--- src/sv/assert_macros.svh ---
// Assertion macros shared by the RTL of the dust sensor frame receiver.
// No dependencies; taken in by `include where assertions are written.
`ifndef ASSERT_MACROS_SVH
`define ASSERT_MACROS_SVH
`ifndef SYNTH
// Property must hold at every clock edge outside reset.
`define DSFR_ASSERT(label, clk, rst, prop, msg) \
   label: assert property (@(posedge clk) disable iff (rst) (prop)) else $error(msg);
// Condition must never be seen at a clock edge outside reset.
`define DSFR_NEVER(label, clk, rst, cond, msg) \
   label: assert property (@(posedge clk) disable iff (rst) !(cond)) else $error(msg);
`else
`define DSFR_ASSERT(label, clk, rst, prop, msg)
`define DSFR_NEVER(label, clk, rst, cond, msg)
`endif
`endif

--- src/sv/dsfr_pkg.sv ---
// Types and constants for the dust sensor frame receiver.
// No dependencies; used by dsfr_classify and dust_sensor_frame_receiver.
package dsfr_pkg;

   localparam int unsigned FRAME_LEN = 10;
   localparam int unsigned POS_W     = 4;
   localparam int unsigned STORE_LEN = 6;

   localparam logic [POS_W-1:0] POS_FIRST    = 4'd0;
   localparam logic [POS_W-1:0] POS_SUM_LO   = 4'd2;
   localparam logic [POS_W-1:0] POS_SUM_HI   = 4'd7;
   localparam logic [POS_W-1:0] POS_CHECKSUM = 4'd8;
   localparam logic [POS_W-1:0] POS_LAST     = POS_W'(FRAME_LEN - 1);
   localparam logic [POS_W-1:0] POS_STORE_END = POS_W'(STORE_LEN);

   localparam logic [7:0] HEAD_BYTE = 8'hAA;
   localparam logic [7:0] KIND_MEAS = 8'hC0;
   localparam logic [7:0] KIND_ACK  = 8'hC5;
   localparam logic [7:0] TAIL_BYTE = 8'hAB;

   typedef enum logic [2:0] {
      STATUS_MEAS     = 3'd0,
      STATUS_ACK      = 3'd1,
      STATUS_OTHER    = 3'd2,
      STATUS_CHECKSUM = 3'd3,
      STATUS_TAIL     = 3'd4
   } status_type;

   // Stored leading bytes of a frame plus the closing checks.
   typedef struct packed {
      logic [7:0] head;
      logic [7:0] kind;
      logic [7:0] fine_lo;
      logic [7:0] fine_hi;
      logic [7:0] coarse_lo;
      logic [7:0] coarse_hi;
      logic [7:0] sum_check;
      logic [7:0] tail;
   } frame_view_type;

   typedef struct packed {
      status_type  status;
      logic [15:0] fine;
      logic [15:0] coarse;
   } frame_result_type;

endpackage

--- src/sv/dsfr_classify.sv ---
// Frame classification for the dust sensor frame receiver.
// Depends on dsfr_pkg.
module dsfr_classify (
   input  dsfr_pkg::frame_view_type   frame,
   output dsfr_pkg::frame_result_type result
);

   always_comb begin
      result.fine   = 16'd0;
      result.coarse = 16'd0;
      if (frame.sum_check != 8'd0) begin
         // checksum wins over a bad tail
         result.status = dsfr_pkg::STATUS_CHECKSUM;
      end else if (frame.tail != dsfr_pkg::TAIL_BYTE) begin
         result.status = dsfr_pkg::STATUS_TAIL;
      end else if (frame.head == dsfr_pkg::HEAD_BYTE &&
                   frame.kind == dsfr_pkg::KIND_MEAS) begin
         result.status = dsfr_pkg::STATUS_MEAS;
         result.fine   = {frame.fine_hi, frame.fine_lo};
         result.coarse = {frame.coarse_hi, frame.coarse_lo};
      end else if (frame.head == dsfr_pkg::HEAD_BYTE &&
                   frame.kind == dsfr_pkg::KIND_ACK) begin
         result.status = dsfr_pkg::STATUS_ACK;
      end else begin
         result.status = dsfr_pkg::STATUS_OTHER;
      end
   end

endmodule

--- src/sv/dust_sensor_frame_receiver.sv ---
// Top level of the dust sensor frame receiver: byte framing and result register.
// Depends on dsfr_pkg, dsfr_classify and assert_macros.svh.
//
//   channel | ports                                   | direction
//   --------+-----------------------------------------+----------
//   req     | req_valid, req_stall, req_rx_byte       | in
//   rsp     | rsp_valid, rsp_stall, rsp_frame_status, | out
//           | rsp_fine_dust, rsp_coarse_dust          |
//
// One byte per cycle while req_stall is low: each req transaction updates the
// frame state in the cycle it is taken; the tenth byte of a frame loads the
// result register, so the rsp transaction is offered in the next cycle.
// Reset (synchronous) returns the position and sum to zero and empties the
// result register; stored frame bytes are not cleared.
// req_stall rises only when the frame position is at the tenth byte and the result
// register still holds an untaken, stalled result; other bytes flow on.
`include "assert_macros.svh"

module dust_sensor_frame_receiver (
   input  logic        clock,
   input  logic        reset,
   input  logic        req_valid,
   output logic        req_stall,
   input  logic [7:0]  req_rx_byte,
   output logic        rsp_valid,
   input  logic        rsp_stall,
   output logic [2:0]  rsp_frame_status,
   output logic [15:0] rsp_fine_dust,
   output logic [15:0] rsp_coarse_dust
);

   // frame state
   logic [dsfr_pkg::POS_W-1:0] pos_ff, pos_in;
   logic [7:0]                 sum_ff, sum_in;
   logic [7:0]                 store_ff [dsfr_pkg::STORE_LEN];

   // result register
   logic                       rsp_valid_ff, rsp_valid_in;
   dsfr_pkg::frame_result_type result_ff;

   logic                       req_fire, rsp_fire, last_byte;
   dsfr_pkg::frame_view_type   view;
   dsfr_pkg::frame_result_type result;

   // position 9 or beyond closes the frame
   assign last_byte = (pos_ff >= dsfr_pkg::POS_LAST);
   assign req_stall = last_byte && rsp_valid_ff && rsp_stall;
   assign req_fire  = req_valid && !req_stall;
   assign rsp_fire  = rsp_valid_ff && !rsp_stall;

   // running sum: cleared on byte 0, accumulates bytes 2..7, XOR with byte 8
   always_comb begin
      pos_in = pos_ff;
      sum_in = sum_ff;
      if (req_fire) begin
         if (last_byte) begin
            pos_in = dsfr_pkg::POS_FIRST;
         end else begin
            pos_in = pos_ff + 1'b1;
            if (pos_ff == dsfr_pkg::POS_FIRST) begin
               sum_in = 8'd0;
            end else if (pos_ff >= dsfr_pkg::POS_SUM_LO &&
                         pos_ff <= dsfr_pkg::POS_SUM_HI) begin
               sum_in = sum_ff + req_rx_byte;
            end else if (pos_ff == dsfr_pkg::POS_CHECKSUM) begin
               sum_in = sum_ff ^ req_rx_byte;
            end
         end
      end
   end

   always_ff @(posedge clock) begin
      if (reset) begin
         pos_ff <= dsfr_pkg::POS_FIRST;
         sum_ff <= 8'd0;
      end else begin
         pos_ff <= pos_in;
         sum_ff <= sum_in;
      end
   end

   // leading bytes 0..5 kept for classification and readings
   always_ff @(posedge clock) begin
      if (req_fire && pos_ff < dsfr_pkg::POS_STORE_END) begin
         store_ff[pos_ff[2:0]] <= req_rx_byte;
      end
   end

   assign view.head      = store_ff[0];
   assign view.kind      = store_ff[1];
   assign view.fine_lo   = store_ff[2];
   assign view.fine_hi   = store_ff[3];
   assign view.coarse_lo = store_ff[4];
   assign view.coarse_hi = store_ff[5];
   assign view.sum_check = sum_ff;
   assign view.tail      = req_rx_byte;

   dsfr_classify u_classify (
      .frame  (view),
      .result (result)
   );

   // result register: loaded on the closing byte, freed when taken
   always_comb begin
      rsp_valid_in = rsp_valid_ff;
      if (req_fire && last_byte) begin
         rsp_valid_in = 1'b1;
      end else if (rsp_fire) begin
         rsp_valid_in = 1'b0;
      end
   end

   always_ff @(posedge clock) begin
      if (reset) begin
         rsp_valid_ff <= 1'b0;
      end else begin
         rsp_valid_ff <= rsp_valid_in;
      end
   end

   always_ff @(posedge clock) begin
      if (req_fire && last_byte) begin
         result_ff <= result;
      end
   end

   assign rsp_valid        = rsp_valid_ff;
   assign rsp_frame_status = result_ff.status;
   assign rsp_fine_dust    = result_ff.fine;
   assign rsp_coarse_dust  = result_ff.coarse;

   `DSFR_NEVER(a_pos_range, clock, reset, pos_ff > dsfr_pkg::POS_LAST, "byte position past frame end")
   `DSFR_ASSERT(a_close_loads, clock, reset, req_fire && last_byte |=> rsp_valid_ff && pos_ff == dsfr_pkg::POS_FIRST, "closing byte did not load result")
   `DSFR_ASSERT(a_rise_on_close, clock, reset, $rose(rsp_valid_ff) |-> $past(pos_ff) == dsfr_pkg::POS_LAST, "result raised away from frame end")
   `DSFR_ASSERT(a_zero_readings, clock, reset, rsp_valid_ff && result_ff.status != dsfr_pkg::STATUS_MEAS |-> result_ff.fine == 16'd0 && result_ff.coarse == 16'd0, "readings set on non-measurement frame")

endmodule

--- config.mk ---
export PLATFORM = sky130hd
export DESIGN_NAME = dust_sensor_frame_receiver
export DESIGN_NICKNAME = d
export VERILOG_FILES = /design/src/sv/dsfr_pkg.sv /design/src/sv/dsfr_classify.sv /design/src/sv/dust_sensor_frame_receiver.sv
export VERILOG_INCLUDE_DIRS = /design/src /design/src/sv
export SDC_FILE = /design/constraint.sdc
export NUM_CORES = 1
export LEC_CHECK = 0
export ABC_CLOCK_PERIOD_IN_PS = 4100
export BUFFER_PORTS_ARGS = -buffer_cell sky130_fd_sc_hd__buf_2
export CORE_MARGIN = 2
export CORE_UTILIZATION = 30
export DETAILED_ROUTE_END_ITERATION = 12
export GPL_ROUTABILITY_DRIVEN = 0
export GPL_TIMING_DRIVEN = 0
export PLACE_DENSITY_LB_ADDON = 0.2
export SETUP_SLACK_MARGIN = 0.05
export SYNTH_ARGS = -nofsm -noshare
export SYNTH_HDL_FRONTEND = slang
export SYNTH_SLANG_ARGS = --single-unit
--- constraint.sdc ---
create_clock -name clock -period 4.1 [get_ports clock]
set_input_delay 0.205 -clock clock [delete_from_list [all_inputs] [get_ports clock]]
set_output_delay 0.205 -clock clock [all_outputs]
set_load 0.02 [all_outputs]
==> key figures <==
Worst setup path
  – Critical Path Sink Type: register
  – Max FO, Critical Path: 28
  – Slowest cell delay on critical path: 0.55 ns
  – CP cell instances: inv_1, ha_1, nor3b_1, nor2_1, nand2_1, a21oi_4, buf_12
  – Critical path's slowest cell: dfxtp_1
  – Crit Path Class: register to register
  – Critical path data arrival time: 2.33 ns
  – Worst path required time: 4.14 ns
  – Crit start category: register

Synthesis
  – Synthesis Warnings: 0
  – Synth Area in Compound Gates: 7.803%
  – Asr flop ratio synth: 0%
  – Simple-gate share of the synthesized area: 16.14%
  – Post-synthesis xor/xnor area fraction: 0.4387%
  – Mapped Cells: 273
  – Synth Register Bits: 96
  – Cell variety after synth: 47
  – Netlist Area Pre-Place: 3993 um2
  – Mux cell area share after synthesis: 0.5327%
  – Main combinational cell family by area after synthesis: simple AND/OR/NAND/NOR gates
  – Post-synth EDFFs: 83
  – Syn nets: 298
  – Ys flop type: edfxtp_1
  – Synth Area in Adders: 4.262%
  – Post-synthesis sequential area ratio: 68.94%
  – Avg Cell Area, Syn: 14.62 um2

CTS
  – Worst-Skew Late Latency: 0.34 ns
  – # H-tree levels: 3
  – CTS Sinks: 96
  – PostCTS Resize Cnt: 0
  – CTS tree: yes
  – Clk slew on worst S/H paths: 0.07 ns
  – Clk root buf: clkbuf_16
  – Clk buf depth: 2
  – Hold-fix buffers at CTS: 0
  – # Post-CTS Setup Buffers: 0
  – Cts bufs inserted: 9

Place
  – I/O Buffers: 47
  – DP Wirelength: 5.119 mm

STA
  – Setup TNS: 0 ns
  – Max_slew headroom: 15.76%
  – Final setup viols: 0
  – RSZ-0062 raised after global routing: no
  – Fin crit share: 55.94%
  – Final Hold Vio Count: 0
  – Max-slew violations: 0
  – Final min period: 2.294 ns
  – Hold Slack: 0.09210 ns
  – Worst-Margin Slew: 1.254 ns
  – Final Skew: 0.008550 ns
  – Max Fclk: 436.0 MHz

Route
  – Post-DRT Antenna Nets: 0
  – Post-Route WL: 7.651 mm
  – DRC: 0
  – Vias/cell: 4.480
  – Drt pass-1 iters: 4
  – WL/cell: 14.91 um
  – Via count: 2298
  – Detailed Route Iter0 Violations: 127

Floorplanning
  – # rows: 42
  – Die Wd: 119.4 um
  – Core area: 13140 um2
  – Io pins: 49
  – Die area: 14250 um2
  – Die Span Y: 119.4 um
  – Starting Density: 30.39%

Power and ir drop
  – Leak: 1.839 nW
  – Peak VDD IR: 0.1503 mV
  – Power per cell area: 416.8 nW/um2
  – Tot Pwr: 0.001989 W

GRT
  – Initial antenna violation count: 0
  – Global-route wire length before repair: 11.94 mm
  – Largest net degree at the start of global routing: 29
  – Vias in the first global route: 2147
  – Grt total ovfl: 0
  – Total GRT Usage: 11.10%

Finish
  – N_diodes: 0
  – Nets@finish: 357
  – Fraction of layout cells with a size suffix above 1: 34.42%
  – Area delta synth->final: 19.56%

Min path
  – Hold Path Class: input pin to register

Job
  – Max-cap violation count: 0

Run status
  – Outcome: completed
[metal layers]
metal,part of all wire (%),vias to the layer above,global-route usage [%]
li1,-,1135,-
met1,47,1099,14.79
met2,48,54,17.53
met3,3.9,10,3.113
met4,1.4,0,3.676
met5,0,-,0
[per-stage QoR]
stage	util [%]	std cells	setup WS (ns)	cell area, um2
after floorplan	-	273	0.8214	3993
after global placement	33.86	496	-0.3402	4448
after detailed placement	34.14	497	1.823	4486
after CTS	36.29	513	1.811	4767
after global routing	36.33	513	1.688	4773
final	36.33	513	1.806	4773
[power breakdown]
part / switching, W / internal [W] / total [W]
sequential: 0.00000852 / 0.00107 / 0.00108
clock: 0.000365 / 0.000420 / 0.000785
combinational: 0.0000786 / 0.0000438 / 0.000122
total: 0.000452 / 0.00154 / 0.00199
[sequential cells by signal, indices dropped and copies added, names as in the netlist]
| register | count |
|---|---|
| pos_ff | 4 |
| rsp_frame_status | 3 |
| rsp_valid | 1 |
| store_ff | 48 |
| rsp_fine_dust | 16 |
| rsp_coarse_dust | 16 |
| sum_ff | 8 |
[placed cells by master, fill, tap and decap left out, types with 7 or more instances in the layout]
| master | count |
|---|---|
| a21oi_1 | 15 |
| ha_1 | 12 |
| o21ai_0 | 8 |
| buf_2 | 47 |
| and2_2 | 31 |
| nand2_1 | 18 |
| dfxtp_1 | 13 |
| clkbuf_16 | 9 |
| edfxtp_1 | 83 |
| nor3_1 | 7 |
| nor2_1 | 11 |
[cell usage after synthesis, types with 2 or more instances]
library cell / n / area [um2]
edfxtp_1: 83 / 2492
and2_2: 31 / 232.7
nand2_1: 18 / 67.56
a21oi_1: 16 / 80.08
dfxtp_1: 13 / 260.3
ha_1: 12 / 150.1
nor2_1: 11 / 41.29
o21ai_0: 8 / 40.04
nor3_1: 7 / 35.03
inv_1: 5 / 18.77
o211ai_1: 5 / 37.54
clkbuf_1: 4 / 15.01
nand3_1: 4 / 20.02
nor4_1: 4 / 25.02
a211oi_1: 3 / 22.52
a21o_1: 3 / 22.52
and2_1: 3 / 18.77
and4bb_2: 3 / 37.54
clkbuf_2: 3 / 15.01
nand2b_1: 3 / 18.77
nor3b_1: 3 / 22.52
o21a_1: 3 / 22.52
a32oi_1: 2 / 17.52
buf_4: 2 / 15.01
xor2_1: 2 / 17.52
[cells by family after synthesis]
logic type      count (synthesis)
fa+ha+maj                      13
xor+xnor                        2
simple gates                   99
mux                             2
flops                          96
buf+inv                        15
compound gates                 46
[critical path, delay by kind of cell (launching register included)]
family	cells	cell delay, ns
fa+ha+maj	1	0.24
buf+inv	2	0.42
flops	1	0.55
simple gates	3	0.35
compound gates	1	0.41
[final timing paths]
check             depth (start not counted)       from  slack, ns          endpoint
hold reg to reg                           2  sum_ff[2]       0.47         sum_ff[2]
hold / removal                            2      reset       0.09         rsp_valid
setup reg to reg                          7  pos_ff[0]       1.81  rsp_fine_dust[8]
setup / recovery                          7  pos_ff[0]       1.81  rsp_fine_dust[8]
[area by class of cell]
type	count	area, um2
fill	1285	8364
sequential	96	2753
multi-input combinational	162	1189
timing repair buffer	48	255.2
clock buffer	10	229.0
tap	176	220.2
buffer	10	56.30
clock inverter	6	52.55
inverter	5	18.77
No activity file was read; power rests on OpenSTA's default activity.
